[src/rtl/cfs_pkg.sv]
// Shared constants and types for the CSV field splitter.
// No dependencies; imported by the step logic and the top level.
package cfs_pkg;

    localparam logic [7:0] CH_QUOTE = 8'h22;
    localparam logic [7:0] CH_COMMA = 8'h2C;
    localparam logic [7:0] CH_CR    = 8'h0D;
    localparam logic [7:0] CH_LF    = 8'h0A;
    localparam logic [7:0] CH_NUL   = 8'h00;

    typedef struct packed {
        logic       in_quotes;
        logic       at_field_start;
        logic       held_valid;
        logic [7:0] held_char;
        logic       quote_run_odd;
        logic       after_cr;
        logic       record_open;
    } cfs_state_t;

    typedef struct packed {
        logic       char_valid;
        logic [7:0] out_char;
        logic       field_end;
        logic       record_end;
    } cfs_result_t;

    localparam cfs_state_t STATE_RESET = '{
        in_quotes:      1'b0,
        at_field_start: 1'b1,
        held_valid:     1'b0,
        held_char:      CH_NUL,
        quote_run_odd:  1'b0,
        after_cr:       1'b0,
        record_open:    1'b0
    };

endpackage

[src/rtl/cfs_byte_if.sv]
// Stream interfaces of the CSV field splitter: text bytes in, field beats out.
// No dependencies.
interface cfs_byte_if;
    logic       valid;
    logic       ready;
    logic [7:0] data_byte;
    logic       end_of_data;

    modport source (output valid, output data_byte, output end_of_data, input ready);
    modport sink   (input valid, input data_byte, input end_of_data, output ready);
endinterface

interface cfs_field_if;
    logic       valid;
    logic       ready;
    logic       char_valid;
    logic [7:0] out_char;
    logic       field_end;
    logic       record_end;

    modport source (output valid, output char_valid, output out_char,
                    output field_end, output record_end, input ready);
    modport sink   (input valid, input char_valid, input out_char,
                    input field_end, input record_end, output ready);
endinterface

[src/rtl/cfs_step.sv]
// Next-state and result logic of the CSV field splitter for one text byte.
// Depends on cfs_pkg for the character codes and the state and result types.
module cfs_step
    import cfs_pkg::*;
(
    input  cfs_state_t  state,
    input  logic [7:0]  data_byte,
    input  logic        end_of_data,
    output cfs_state_t  state_next,
    output cfs_result_t result,
    output logic        result_valid
);

    logic       eod;
    logic       close_char;
    cfs_result_t close_res;
    cfs_state_t  s;

    assign eod        = end_of_data || (data_byte == CH_NUL);
    assign close_char = state.held_valid && (state.held_char != CH_QUOTE);

    // Field-closing beat; record_end filled in where it is used
    always_comb
    begin
        close_res.char_valid = close_char;
        close_res.out_char   = close_char ? state.held_char : CH_NUL;
        close_res.field_end  = 1'b1;
        close_res.record_end = 1'b0;
    end

    always_comb
    begin
        s            = state;
        result       = '0;
        result_valid = 1'b0;

        if (eod)
        begin
            if (state.record_open)
            begin
                result            = close_res;
                result.record_end = 1'b1;
                result_valid      = 1'b1;
            end
            s = STATE_RESET;
        end
        else if (state.after_cr && (data_byte == CH_LF))
        begin
            // swallow LF of a CR LF pair
            s.after_cr = 1'b0;
        end
        else
        begin
            s.after_cr    = 1'b0;
            s.record_open = 1'b1;
            if (!state.in_quotes && (data_byte == CH_COMMA))
            begin
                result              = close_res;
                result_valid        = 1'b1;
                s.held_valid        = 1'b0;
                s.held_char         = CH_NUL;
                s.quote_run_odd     = 1'b0;
                s.at_field_start    = 1'b1;
            end
            else if (!state.in_quotes && ((data_byte == CH_CR) || (data_byte == CH_LF)))
            begin
                result              = close_res;
                result.record_end   = 1'b1;
                result_valid        = 1'b1;
                s.held_valid        = 1'b0;
                s.held_char         = CH_NUL;
                s.quote_run_odd     = 1'b0;
                s.at_field_start    = 1'b1;
                s.after_cr          = (data_byte == CH_CR);
                s.record_open       = 1'b0;
            end
            else
            begin
                if (data_byte == CH_QUOTE)
                begin
                    s.in_quotes = !state.in_quotes;
                end
                if (state.at_field_start && (data_byte == CH_QUOTE))
                begin
                    // drop leading quote
                    s.at_field_start = 1'b0;
                end
                else
                begin
                    s.at_field_start = 1'b0;
                    if (state.held_valid)
                    begin
                        if ((state.held_char == CH_QUOTE) && state.quote_run_odd)
                        begin
                            // drop second quote of a pair
                            s.quote_run_odd = 1'b0;
                        end
                        else
                        begin
                            s.quote_run_odd   = (state.held_char == CH_QUOTE);
                            result.char_valid = 1'b1;
                            result.out_char   = state.held_char;
                            result_valid      = 1'b1;
                        end
                    end
                    s.held_valid = 1'b1;
                    s.held_char  = data_byte;
                end
            end
        end
        state_next = s;
    end

endmodule

[src/rtl/csv_field_splitter_top.sv]
// Top level of the CSV field splitter: state register, result register, handshakes.
// Depends on cfs_pkg, cfs_byte_if, cfs_field_if and cfs_step.
//
// Use: text_ch carries one text byte per beat (data_byte, end_of_data); a zero
// byte or end_of_data set closes the open record and returns the parser to
// its reset state, so the next text can follow at once. field_ch carries at
// most one beat per text beat: a field character (char_valid, out_char),
// optionally flagged field_end and record_end, or a bare field_end for an
// empty field or a closing trailing quote.
// Throughput: one text beat per cycle while field_ch is not stalled; the whole step is
// a single pass of flag logic from the state register into the result register.
// Latency: a result appears on field_ch in the cycle after its text beat is
// taken; characters trail the text by one byte, since a quote is judged by
// the byte after it.
// Stall: the result register holds while field_ch.ready is low, and
// text_ch.ready drops only then; it rises again in the cycle the result is
// taken, so a new byte is accepted while the old result leaves.
// Reset: rst_n clears the parser state and empties the result register.
module csv_field_splitter_top
    import cfs_pkg::*;
(
    input  logic        clk,
    input  logic        rst_n,
    cfs_byte_if.sink    text_ch,
    cfs_field_if.source field_ch
);

    cfs_state_t  state_reg;
    cfs_state_t  state_next;
    cfs_result_t step_res;
    logic        step_res_valid;
    cfs_result_t res_reg;
    logic        res_valid_reg;
    logic        take;

    assign text_ch.ready = !res_valid_reg || field_ch.ready;
    assign take          = text_ch.valid && text_ch.ready;

    cfs_step u_step (
        .state        (state_reg),
        .data_byte    (text_ch.data_byte),
        .end_of_data  (text_ch.end_of_data),
        .state_next   (state_next),
        .result       (step_res),
        .result_valid (step_res_valid)
    );

    always_ff @(posedge clk or negedge rst_n)
    begin
        if (!rst_n)
        begin
            state_reg     <= STATE_RESET;
            res_valid_reg <= 1'b0;
        end
        else
        begin
            if (take)
            begin
                state_reg <= state_next;
            end
            if (take && step_res_valid)
            begin
                res_valid_reg <= 1'b1;
            end
            else if (field_ch.ready)
            begin
                res_valid_reg <= 1'b0;
            end
        end
    end

    always_ff @(posedge clk)
    begin
        if (take && step_res_valid)
        begin
            res_reg <= step_res;
        end
    end

    assign field_ch.valid      = res_valid_reg;
    assign field_ch.char_valid = res_reg.char_valid;
    assign field_ch.out_char   = res_reg.out_char;
    assign field_ch.field_end  = res_reg.field_end;
    assign field_ch.record_end = res_reg.record_end;

endmodule

[src/flat_wrapper.sv]
// flat-port wrapper written by rule: the top's interface ports become plain ports
module csv_field_splitter_top_flat import cfs_pkg::*;
  (clk, rst_n, text_ch_valid, text_ch_data_byte, text_ch_end_of_data, text_ch_ready, field_ch_valid, field_ch_char_valid, field_ch_out_char, field_ch_field_end, field_ch_record_end, field_ch_ready);
  cfs_byte_if text_ch_i ();
  cfs_field_if field_ch_i ();
  input  logic clk;
  input  logic rst_n;
  input wire logic [$bits(text_ch_i.valid)-1:0] text_ch_valid;
  input wire logic [$bits(text_ch_i.data_byte)-1:0] text_ch_data_byte;
  input wire logic [$bits(text_ch_i.end_of_data)-1:0] text_ch_end_of_data;
  output wire logic [$bits(text_ch_i.ready)-1:0] text_ch_ready;
  output wire logic [$bits(field_ch_i.valid)-1:0] field_ch_valid;
  output wire logic [$bits(field_ch_i.char_valid)-1:0] field_ch_char_valid;
  output wire logic [$bits(field_ch_i.out_char)-1:0] field_ch_out_char;
  output wire logic [$bits(field_ch_i.field_end)-1:0] field_ch_field_end;
  output wire logic [$bits(field_ch_i.record_end)-1:0] field_ch_record_end;
  input wire logic [$bits(field_ch_i.ready)-1:0] field_ch_ready;
  assign text_ch_i.valid = text_ch_valid;
  assign text_ch_i.data_byte = text_ch_data_byte;
  assign text_ch_i.end_of_data = text_ch_end_of_data;
  assign text_ch_ready = text_ch_i.ready;
  assign field_ch_valid = field_ch_i.valid;
  assign field_ch_char_valid = field_ch_i.char_valid;
  assign field_ch_out_char = field_ch_i.out_char;
  assign field_ch_field_end = field_ch_i.field_end;
  assign field_ch_record_end = field_ch_i.record_end;
  assign field_ch_i.ready = field_ch_ready;
  csv_field_splitter_top u_core (.clk(clk), .rst_n(rst_n), .text_ch(text_ch_i), .field_ch(field_ch_i));
endmodule
[config.mk]
export PLATFORM = sky130hd
export DESIGN_NAME = csv_field_splitter_top_flat
export DESIGN_NICKNAME = d
export VERILOG_FILES = /design/src/rtl/cfs_pkg.sv /design/src/rtl/cfs_byte_if.sv /design/src/rtl/cfs_step.sv /design/src/rtl/csv_field_splitter_top.sv /design/src/flat_wrapper.sv
export SDC_FILE = /design/constraint.sdc
export NUM_CORES = 1
export LEC_CHECK = 0
export ABC_AREA = 1
export BUFFER_PORTS_ARGS = -buffer_cell sky130_fd_sc_hd__buf_2
export CELL_PAD_IN_SITES_DETAIL_PLACEMENT = 0
export CELL_PAD_IN_SITES_GLOBAL_PLACEMENT = 1
export CORE_UTILIZATION = 36
export DETAILED_ROUTE_END_ITERATION = 8
export HOLD_SLACK_MARGIN = 0.15
export PLACE_DENSITY_LB_ADDON = 0.1
export SLEW_MARGIN = 20
export SYNTH_ARGS = -nofsm -noshare
export SYNTH_HDL_FRONTEND = slang
export SYNTH_SLANG_ARGS = --single-unit
[constraint.sdc]
create_clock -name clk -period 1.5 [get_ports clk]
set_input_delay 0.075 -clock clk [delete_from_list [all_inputs] [get_ports clk]]
set_output_delay 0.075 -clock clk [all_outputs]
set_load 0.1 [all_outputs]
==> metrics.md, run 1 <==
| Metric | Value |
|---|---|
| Outcome | finished, final reports clean |
| Iter 0 DRT Violations | 55 |
| Post-DP HPWL | 2.34 mm |
| Clk sink count | 26 |
| Final period utilization | 0.975 |
| Largest net degree at the start of global routing | 16 |
| Num CTS Buffers | 3 |
| Post-synthesis average cell area | between 8 and 9 sq um |
| Total net switching power | between 600 and 700 uW |
| Hold Violations, Final | 0 |
| Slew HR | 0.679 |
| GRT busiest layer | met2 |
| Met3 usage | 0.0161 |
| Width of the chip | 64.3 um |
| CP Launch Type | flop |
| Fin crit period | between 1 and 1.5 ns |
| Diodes inserted | 0 |
| CTS Buffer Depth | 2 |
| Post-synthesis sequential area ratio | 0.506 |
| Vias after detailed routing | around 1200 |
| Crit-path most repeated cell | nand2_2 |
| Share of layout cells above drive strength 1 | 0.373 |
| Internal | 1.35 mW |
| Fmax | just under 700 MHz |
| H-Tree Depth | 1 |
| CP max-delay cell | dfrtp_1 |
| RSZ-0062 raised after global routing | yes |
| Worst path arrival time | roughly 1.5 ns |
| Clock Pin Slew Worst Setup and Hold Paths | approximately 0.090 ns |
| DR DRC count | 0 |
| Initial Util | 0.379 |
| Mapped Cells | approximately 170 |
| Met1 usage in global routing | 0.205 |
| FF-to-FF path depth | 10 |
| Leak pwr | slightly below 1 nW |
| Origin of the worst min-delay path | text_ch_end_of_data |
| Max reg flops | 14 |
| Yosys top cell by area | dfrtp_1 |
| Area Growth Syn to Fin | 40.5% |
| Drt wl/cell | around 11 um |
| Actual slew at the worst max-slew pin | just under 0.5 ns |
| Warnings from Yosys | 0 |
| Max cap viols | 0 |
| Library cells used by synthesis | 21 |
| Maximum vdd drop | roughly 0.63 mV |
| Clock power share | 0.282 |
| Share of flip-flops with an asynchronous set or reset | 0.577 |
| Global placer's final weighted congestion | just over 0.8 |
| Synth area leaders | dfrtp_1, edfxtp_1, nand2_1 |
| TritonCTS clock tree | yes |
| Post-Syn Nets | 186 |
| Placement Rows | 22 |
| Vias in the first global route | about 1100 |
| Synth Flop Type | dfrtp_1 |
| Full die area | approximately 4100 sq um |
| Fin. max-slew vios | 0 |
| Port bufs | 25 |
| Vias per Instance | between 4 and 5 |
| R2r endpoint | u_core.field_ch.out_char[6]$_DFFE_PP_ |
| Initial antenna violation count | 0 |
| Final ANT Viol Nets | 0 |
| Data required, critical path | ~1.5 ns |
| CTS Root Cell | clkbuf_8 |
| Clock insertion delay at the later pin of the skew report | approximately 0.27 ns |
| Global-route wire length before repair | ~5.1 mm |
| Top-count cell post-synth | nand2_1 |
| Synth Register Bits | 26 |
| WHS | ~0.17 ns |
| Sequential power share | 0.425 |
| Dpl cell area | around 1700 sq um |
| CP endpoint kind | flop |
| TritonRoute pass-1 iters | 4 |
| Critical path class | reg -> reg |
| Total GRT Usage | 0.160 |
| Hold Crit Endpoint | u_core.state_reg[1]$_DFFE_PN0P_ |
| Met2 usage | 0.278 |
| Reg2reg start | u_core.state_reg[6]$_DFFE_PN0P_ |
| Hold WC Path Type | in -> reg |
| Critical Path, Cell by Cell | inv_2, nand2_2, nor2_4, nand3_2, nand3_2, nand3_4, nand2_2, nand2_2, nand2_4, clkinv_4 |
| Worst path top cell family by delay | simple AND/OR/NAND/NOR gates |
| Final WL | ~3.1 mm |
| Post-synth EDFFs | 11 |
| Setup violations, final | 0 |
| Min-Delay Path Depth | 4 |
| Grt ovf | 0 |
| Crit path max fanout | 6 |
| Top Ports | 26 |
| Worst R2R Setup Slack | approximately 0.037 ns |
| Die height | 64.3 um |
| WP buf/inv | 2 |
| Post-Syn Area | 1400 sq um |
| Final #Nets | between 200 and 250 |
| Pwr Density | 1040 nW/um^2 |
| Combinational power share | 0.293 |
| Commonest cells in the netlist | nand2_1, inv_1, dfrtp_1 |
| Core area | approximately 3700 sq um |
| Max incr delay on CP | approximately 0.4 ns |
| Post-synth top area share | 0.251 |
| Worst clock skew | between 0.002 and 0.003 ns |
| Worst setup path startpoint | u_core.state_reg[6]$_DFFE_PN0P_ |
| Fin area | 1960 sq um |
| Sw frac | 0.342 |
==> cell usage in the layout, fill, tap and decap left out, drive strengths merged <==
cell         Yosys  routed
nand2           66      66
buf              0      37
inv             28      28
clkinv           0       1
dfstp            1       1
edfxtp          11      11
dlygate4sd3      0      10
nor2            18      18
clkbuf           0       3
nor3             1       1
bufinv           0       1
nand3           17      17
a21oi            9       9
nand4            2       2
o21ai            5       5
o22ai            1       1
dfrtp           14      14
==> per-stage QoR <==
| stage | util | setup TNS [ns] | worst slack, ns | power [mW] | instances |
|---|---|---|---|---|---|
| floorplan | - | -1.73 | -0.157 | 1.28 | 173 |
| global placement | 0.450 | 0 | 0.0276 | 1.38 | 251 |
| detailed placement | 0.450 | -0.274 | -0.0253 | 1.39 | 251 |
| CTS | 0.497 | 0 | 0.0236 | 1.99 | 265 |
| global route | 0.532 | -0.259 | -0.0399 | 2.15 | 273 |
| finish | 0.532 | 0 | 0.0370 | 2.05 | 273 |
==> per-layer routing <==
layer,part of all wire,up-vias
met2,0.50,24
met1,0.46,567
met3,0.028,4
li1,-,654
met5,0,-
met4,0.013,0
==> power groups by stage <==
| stage | combinational [mW] | clock [mW] | sequential [mW] |
|---|---|---|---|
| 2_1_floorplan | 0.210 | 0 | 1.07 |
| 4_1_cts | 0.533 | 0.593 | 0.865 |
| 3_3_place_gp | 0.505 | 0 | 0.879 |
| 6_report | 0.600 | 0.577 | 0.869 |
| 3_5_place_dp | 0.511 | 0 | 0.880 |
| 5_1_grt | 0.650 | 0.621 | 0.877 |
==> final cells by class <==
type / instances / area (sq um)
tap: 48 / 60.1
timing repair inverter: 1 / 6.26
inverter: 28 / 110
clock buffer: 3 / 41.3
multi-input combinational: 119 / 688
sequential: 26 / 711
clock inverter: 1 / 30.0
timing repair buffer: 47 / 315
fill: 371 / 1730
==> cell families after synthesis <==
logic type	share of synthesized area
AND/OR/NAND/NOR	0.348
buffers and inverters	0.0753
flip-flops	0.506
AO/OA/AOI/OAI	0.0708
==> tightest hold or removal path, cell delays in order <==
cell	delay, ns
buf_2	0.10
nor2_4	0.07
nand3_1	0.08
o21ai_0	0.07
==> worst max path at each step <==
| stage | end | slack (ns) | cells past startpoint |
|---|---|---|---|
| 6_report | u_core.field_ch.out_char[6]$_DFFE_PP_ | 0.04 | 10 |
| 5_1_grt | u_core.field_ch.out_char[5]$_DFFE_PP_ | -0.04 | 10 |
| 4_1_cts | u_core.field_ch.out_char[4]$_DFFE_PP_ | 0.02 | 10 |
| 3_5_place_dp | u_core.field_ch.out_char[2]$_DFFE_PP_ | -0.03 | 12 |
| 3_3_place_gp | u_core.field_ch.out_char[3]$_DFFE_PP_ | 0.03 | 10 |
| 2_1_floorplan | u_core.field_ch.char_valid$_DFFE_PP_ | -0.16 | 5 |
==> what timing repair did <==
item,in CTS,in global routing
endpoints found under the hold margin,24,0
endpoints found under the setup margin,11,21
buffers inserted,0,7
gates resized for setup,1,24
hold buffers,10,0
pin swaps,0,4
cloned,0,1
(Power assumes the default switching activity.)
==> inputs of run 2 (changes only) <==
- CORE_UTILIZATION: 36 -> 46
- SYNTH_HIERARCHICAL: not set -> 1
- clock period: 1.5 -> 1.8 ns (I/O delays scaled with it)
==> run 2 against run 1 <==
  * Via count is 12% higher
  * Cell area rose by 5.3%
  * Synthesized area is 20% higher
  * Wire length rose by 21%
  * Combinational power fell by 14%
  * Flip-flop and latch count stayed put
  * Total power decreased by 20%
  * Global-route usage increased by 4.3 points
  * Setup slack worse by 0.0028 ns
  * Non-clock buffer count shrank 2
  * First-iteration DRC count down 1.8%
  * Critical path depth increased by 2
  * Critical path type is now in -> reg
==> metrics.md, run 2 <==
| Metric | Value |
|---|---|
| Outcome | finished, final reports clean |
| Maximum vdd drop | about 0.31 mV |
| Width of the chip | 62.2 um |
| Core area | 3420 sq um |
| Min-Delay Path Depth | 5 |
| Port bufs | 25 |
| Fin. max-slew vios | 0 |
| FF-to-FF path depth | 11 |
| Commonest non-fill, non-tap cells in the layout | buf_2, nand2_2, nand2_1 |
| Post-Syn Nets | between 200 and 250 |
| Global placer's final weighted congestion | slightly below 0.9 |
| DR DRC count | 0 |
| Max cap viols | 0 |
| CTS Root Cell | clkbuf_4 |
| Final #Nets | about 250 |
| Worst clock skew | slightly above 0.006 ns |
| Post-synthesis sequential area ratio | 0.424 |
| Top-count cell post-synth | nand2_1 |
| Yosys top cell by area | dfrtp_1 |
| CP Launch Type | input pin |
| Largest family of logic cells by synthesized area | simple AND/OR/NAND/NOR gates |
| CP max-delay cell | dlygate4sd3_1 |
| Grt ovf | 0 |
| Post-synth top area share | 0.210 |
| H-Tree Depth | 1 |
| Warnings from Yosys | 6 |
| GRT busiest layer | met2 |
| Synth area leaders | dfrtp_1, edfxtp_1, nand2_4 |
| Num CTS Buffers | 3 |
| Library cells used by synthesis | 25 |
| WHS | roughly 0.18 ns |
| Diodes inserted | 0 |
| Critical path class | in -> reg |
| Mux cell area share after synthesis | 0 |
| Final Worst Setup Slack | between 0.03 and 0.04 ns |
| Share of flip-flops with an asynchronous set or reset | 0.577 |
| Commonest non-fill, non-tap cell in the layout | buf_2 |
| Top Ports | 26 |
| Vias per Instance | around 5.0 |
| Initial Util | 0.489 |
| Combinational power share | 0.316 |
| Actual slew at the worst max-slew pin | 0.484 ns |
| Die height | slightly above 60 um |
| TritonCTS clock tree | yes |
| Met1 usage in global routing | 0.273 |
| Final WL | about 3.7 mm |
| Pwr Density | approximately 790 nW/um^2 |
| Sequential power share | 0.438 |
| Placement Rows | 21 |
| Post-synthesis average cell area | 8.88 sq um |
| Synth Area in Adders | 0 |
| Crit path max fanout | 9 |
| Post-Synth Simple-Gate Area | 0.401 |
| Iter 0 DRT Violations | 54 |
| Share of layout cells above drive strength 1 | 0.462 |
| Sw frac | 0.357 |
| Global-route wire length before repair | between 6 and 7 mm |
| Worst path top cell family by delay | simple AND/OR/NAND/NOR gates |
| Internal | between 1 and 1.5 mW |
| Synth Area in XOR/XNOR | 0.00525 |
| Clock Pin Slew Worst Setup and Hold Paths | approximately 0.14 ns |
| Pre-CTS setup slack | between 0.015 and 0.02 ns |
| Post-Syn Area | 1670 sq um |
| Total net switching power | ~580 uW |
| Met2 usage | 0.334 |
| Total GRT Usage | 0.204 |
| Area Growth Syn to Fin | 23.8% |
| Final period utilization | 0.981 |
| Hold Violations, Final | 0 |
| TritonRoute pass-1 iters | 4 |
| Max reg flops | 14 |
| Leak pwr | a little under 1 nW |
| Crit-path most repeated cell | nand2_4 |
| Setup violations, final | 0 |
| Fmax | around 570 MHz |
| Hold WC Path Type | in -> reg |
| Mapped Cells | 188 |
| Critical path depth | 12 |
| Fin crit period | 1.77 ns |
| Data required, critical path | between 1.5 and 2 ns |
| Area fraction in compound gates after synthesis | 0.0885 |
| Final ANT Viol Nets | 0 |
| Largest net degree at the start of global routing | 17 |
| Post-synth EDFFs | 11 |
| Met3 usage | 0.0239 |
| Synth Flop Type | dfrtp_1 |
| Vias in the first global route | between 1000 and 1500 |
| Commonest cells in the netlist | nand2_1, nand2_2, inv_1, nand3_1, nor2_1 |
| Worst path arrival time | 1.86 ns |
| Synth Register Bits | 26 |
| Full die area | 3870 sq um |
| CP endpoint kind | flop |
| WP buf/inv | 3 |
| Initial antenna violation count | 0 |
| Critical Path, Cell by Cell | dlygate4sd3_1, buf_2, nand2_2, nor2_2, nand3_2, nand3_1, nand2_4, nand2_4, nand2_4, buf_4, nand2_4, a21oi_1 |
| CTS Buffer Depth | 2 |
| Clock insertion delay at the later pin of the skew report | between 0.3 and 0.4 ns |
| Slew HR | 0.680 |
| Vias after detailed routing | 1404 |
| Post-DP HPWL | 2.71 mm |
| Clock power share | 0.245 |
| Drt wl/cell | about 13 um |
| Clk sink count | 26 |
| Max incr delay on CP | around 0.51 ns |
## run 2: cell count changes in the layout (fill, tap and decap cells not counted), sizes merged, moves of 2 or more
| cell | before | now |
|---|---|---|
| o21ai | 5 | 7 |
| nand2 | 66 | 56 |
| inv | 28 | 24 |
| nor2 | 18 | 25 |
| a211oi | 0 | 7 |
| dlygate4sd3 | 10 | 3 |
| nand3 | 17 | 25 |
| buf | 37 | 42 |
## run 2: stage by stage
stage | power (mW) | cells | instance area [sq um] | setup TNS, ns | utilization
2_1_floorplan | 1.10 | 188 | 1670 | 0 | -
3_3_place_gp | 1.21 | 271 | 1930 | 0 | 0.565
3_5_place_dp | 1.22 | 271 | 1930 | 0 | 0.565
4_1_cts | 1.62 | 278 | 2020 | 0 | 0.591
5_1_grt | 1.72 | 280 | 2070 | -0.0820 | 0.605
6_report | 1.64 | 280 | 2070 | 0 | 0.605
## run 2: cell families (layout without fill, tap and decap cells)
| family | after synthesis | after routing |
|---|---|---|
| and+or+nand+nor | 107 | 108 |
| buffers and inverters | 29 | 74 |
| DFF | 26 | 26 |
| AOI/OAI and AO/OA | 25 | 25 |
| xor gates and xnor gates | 1 | 1 |
## run 2: tightest hold or removal path, delay by kind of cell
kind                   cells  cell delay, ns
buffers and inverters      1            0.11
AND/OR/NAND/NOR            3            0.24
AO/OA/AOI/OAI              1            0.05
## run 2: layer usage
metal / wire (um) / up-vias / part of all wire
met2: 1830 / 32 / 0.49
met5: 0 / - / 0
met4: 37 / 0 / 0.010
met1: 1750 / 662 / 0.47
met3: 84 / 4 / 0.023
li1: - / 706 / -
## run 2: power by group through the flow
stage / Clock, mW / Sequential (mW) / Combinational [mW]
detailed placement: 0 / 0.730 / 0.486
CTS: 0.411 / 0.717 / 0.495
global placement: 0 / 0.728 / 0.482
finish: 0.401 / 0.717 / 0.517
floorplan: 0 / 0.864 / 0.232
global route: 0.439 / 0.725 / 0.554
## run 2: timing repair
| item | CTS | global route |
|---|---|---|
| hold buffers | 3 | 0 |
| setup buffers | 0 | 2 |
| cloned | 0 | 1 |
| endpoints found under the hold margin | 17 | 0 |
| resized for setup | 1 | 9 |
| pin swaps | 0 | 5 |
| endpoints found under the setup margin | 11 | 23 |
## run 2: area by class of cell
cell class,instances,area (sq um)
inverter,25,97.6
clock inverter,1,30.0
timing repair buffer,45,285
sequential,26,708
tap,46,57.6
clock buffer,3,22.5
fill,323,1350
multi-input combinational,134,865
## run 2: final timing paths
check / from / end / slack, ns
setup / recovery: text_ch_data_byte[1] / u_core/field_ch.out_char[4]$_DFFE_PP_ / 0.03
hold / removal: text_ch_data_byte[6] / u_core/state_reg[9]$_DFFE_PN0P_ / 0.18
setup reg to reg: u_core/state_reg[6]$_DFFE_PN0P_ / u_core/field_ch.out_char[4]$_DFFE_PP_ / 0.11
hold reg to reg: u_core/state_reg[12]$_DFFE_PN1P_ / u_core/state_reg[12]$_DFFE_PN1P_ / 0.50
max in group asynchronous: rst_n / u_core/state_reg[12]$_DFFE_PN1P_ / 1.28
min in group asynchronous: rst_n / u_core/field_ch.valid$_DFFE_PN0P_ / 0.20
==> inputs of run 3 (changes only) <==
- PLACE_DENSITY: not set -> 0.85
- PLACE_DENSITY_LB_ADDON: 0.1 -> not set
==> run 3 against run 2 <==
  * Global-route usage down 0.15 points
  * Total power is 8.2% lower
  * Largest cell class unchanged
  * First-iteration DRC count is 11% lower
  * Highest routed layer unchanged
==> metrics.md, run 3 (synthesis gave the netlist of run 2 again) <==
| Metric | Value |
|---|---|
| Internal | roughly 940 uW |
| Pwr Total | between 1.5 and 2 mW |
| Share of layout cells above drive strength 1 | 0.435 |
| Total GRT Usage | 0.202 |
| Commonest non-fill, non-tap cell in the layout | buf_2 |
| RSZ-0062 raised after global routing | no |
| Final WL | around 3.5 mm |
| Leak pwr | roughly 0.96 nW |
| CP endpoint kind | flop |
| DR DRC count | 0 |
| Final period utilization | 0.917 |
| Setup TNS | 0 ns |
| Drt wl/cell | ~13 um |
| H-Tree Depth | 1 |
| Vias per Instance | between 5 and 6 |
| Worst path arrival time | 1.67 ns |
| Hold WC Path Type | in -> reg |
| Sw frac | 0.373 |
| Fin crit period | between 1.5 and 2 ns |
| Port bufs | 25 |
| Max reg flops | 14 |
| Initial antenna violation count | 0 |
| Diodes inserted | 0 |
| Clk sink count | 26 |
| Global placer's final weighted congestion | approximately 0.84 |
| Placement Rows | 21 |
| Crit-path most repeated cell | nand2_4 |
| Clock Pin Slew Worst Setup and Hold Paths | about 0.13 ns |
| Fmax | around 600 MHz |
| Maximum vdd drop | roughly 0.27 mV |
| Outcome | finished, final reports clean |
| Final ANT Viol Nets | 0 |
| Vias in the first global route | approximately 1400 |
| Critical path class | reg -> reg |
| Global-route wire length before repair | around 6.1 mm |
| TritonRoute pass-1 iters | 4 |
| Full die area | about 3900 sq um |
| Actual slew at the worst max-slew pin | just under 0.5 ns |
| Area Growth Syn to Fin | 19.0% |
| CP max-delay cell | dfrtp_1 |
| CTS Root Cell | clkbuf_4 |
| Num CTS Buffers | 3 |
| Vias after detailed routing | between 1000 and 1500 |
| Total net switching power | roughly 560 uW |
| CP Launch Type | flop |
| TritonCTS clock tree | yes |
| Sequential power share | 0.477 |
| Die height | roughly 62 um |
| Critical Path, Cell by Cell | nor2_1, nand3_2, nand2_4, nor2_4, nand2_4, nand2_4, nand2_4, inv_1, nor2_4 |
| Iter 0 DRT Violations | 48 |
| Setup violations, final | 0 |
| Crit path max fanout | 11 |
| Pwr Density | around 760 nW/um^2 |
| Clock insertion delay at the later pin of the skew report | between 0.3 and 0.4 ns |
| Data required, critical path | roughly 1.8 ns |
| Post-DP HPWL | between 2 and 3 mm |
| Commonest non-fill, non-tap cells in the layout | buf_2, nand2_1, nand2_2, inv_1, nand3_1 |
| Combinational power share | 0.329 |
| Max incr delay on CP | 0.42 ns |
| Slew HR | 0.676 |
| Width of the chip | just over 60 um |
| Worst clock skew | between 0.001 and 0.0015 ns |
| Hold Violations, Final | 0 |
| WHS | 0.172 ns |
| Core area | around 3400 sq um |
| Top Ports | 26 |
| Final #Nets | about 240 |
| CTS Buffer Depth | 2 |
| Largest net degree at the start of global routing | 17 |
| Initial Util | 0.489 |
| Grt ovf | 0 |
| Max cap viols | 0 |
| Fin. max-slew vios | 0 |
| Clock power share | 0.194 |
-- run 3: repair_timing --
action,CTS,global route
endpoints found under the setup margin,11,1
hold buffers,1,0
endpoints found under the hold margin,15,0
buffers inserted,0,0
resized for setup,1,1
-- run 3: layout make-up --
cell class / count / area, sq um
fill: 327 / 1430
timing repair buffer: 42 / 255
multi-input combinational: 133 / 836
clock buffer: 4 / 36.3
inverter: 25 / 93.8
sequential: 26 / 708
tap: 46 / 57.6
-- run 3: power by group through the flow --
stage	Combinational [mW]	Clock (mW)	Sequential, mW
6_report	0.494	0.291	0.717
5_1_grt	0.531	0.322	0.724
4_1_cts	0.496	0.303	0.717
3_5_place_dp	0.490	0	0.729
3_3_place_gp	0.482	0	0.727
2_1_floorplan	0.232	0	0.864
-- run 3: worst paths after layout --
kind	start	to	slack, ns	cells past startpoint
worst max register to register	u_core/state_reg[13]$_DFFE_PN0P_	u_core/field_ch.out_char[7]$_DFFE_PP_	0.15	9
worst max-delay path	u_core/state_reg[13]$_DFFE_PN0P_	u_core/field_ch.out_char[7]$_DFFE_PP_	0.15	9
max in group asynchronous	rst_n	u_core/state_reg[12]$_DFFE_PN1P_	1.28	2
worst min-delay path	text_ch_data_byte[2]	u_core/state_reg[5]$_DFFE_PN0P_	0.17	5
worst min register to register	u_core/state_reg[12]$_DFFE_PN1P_	u_core/state_reg[12]$_DFFE_PN1P_	0.50	2
min in group asynchronous	rst_n	u_core/state_reg[3]$_DFFE_PN0P_	0.20	2
-- run 3: worst max-delay path, delay by kind of cell (launching register included) --
kind / cells / cell delay [ns]
AND/OR/NAND/NOR: 8 / 0.86
flip-flops: 1 / 0.42
buffers and inverters: 1 / 0.07
-- run 3: per-stage QoR --
stage / instance area (sq um) / std cells / setup slack [ns] / utilization
final: 1990 / 276 / 0.150 / 0.582
after global routing: 1990 / 276 / 0.0368 / 0.582
after CTS: 1980 / 276 / 0.138 / 0.580
after detailed placement: 1930 / 271 / -0.00444 / 0.565
after global placement: 1930 / 271 / 0.0424 / 0.565
after floorplan: 1670 / 188 / 0.0923 / -
-- run 3: per-layer routing --
metal | part of all wire | vias to the layer above | GRT usage | wire (um)
met3 | 0.046 | 4 | 0.0221 | 162
met5 | 0 | - | 0 | 0
met2 | 0.49 | 44 | 0.350 | 1740
li1 | - | 694 | - | -
met1 | 0.45 | 655 | 0.269 | 1600
met4 | 0.0096 | 0 | 0.0523 | 34
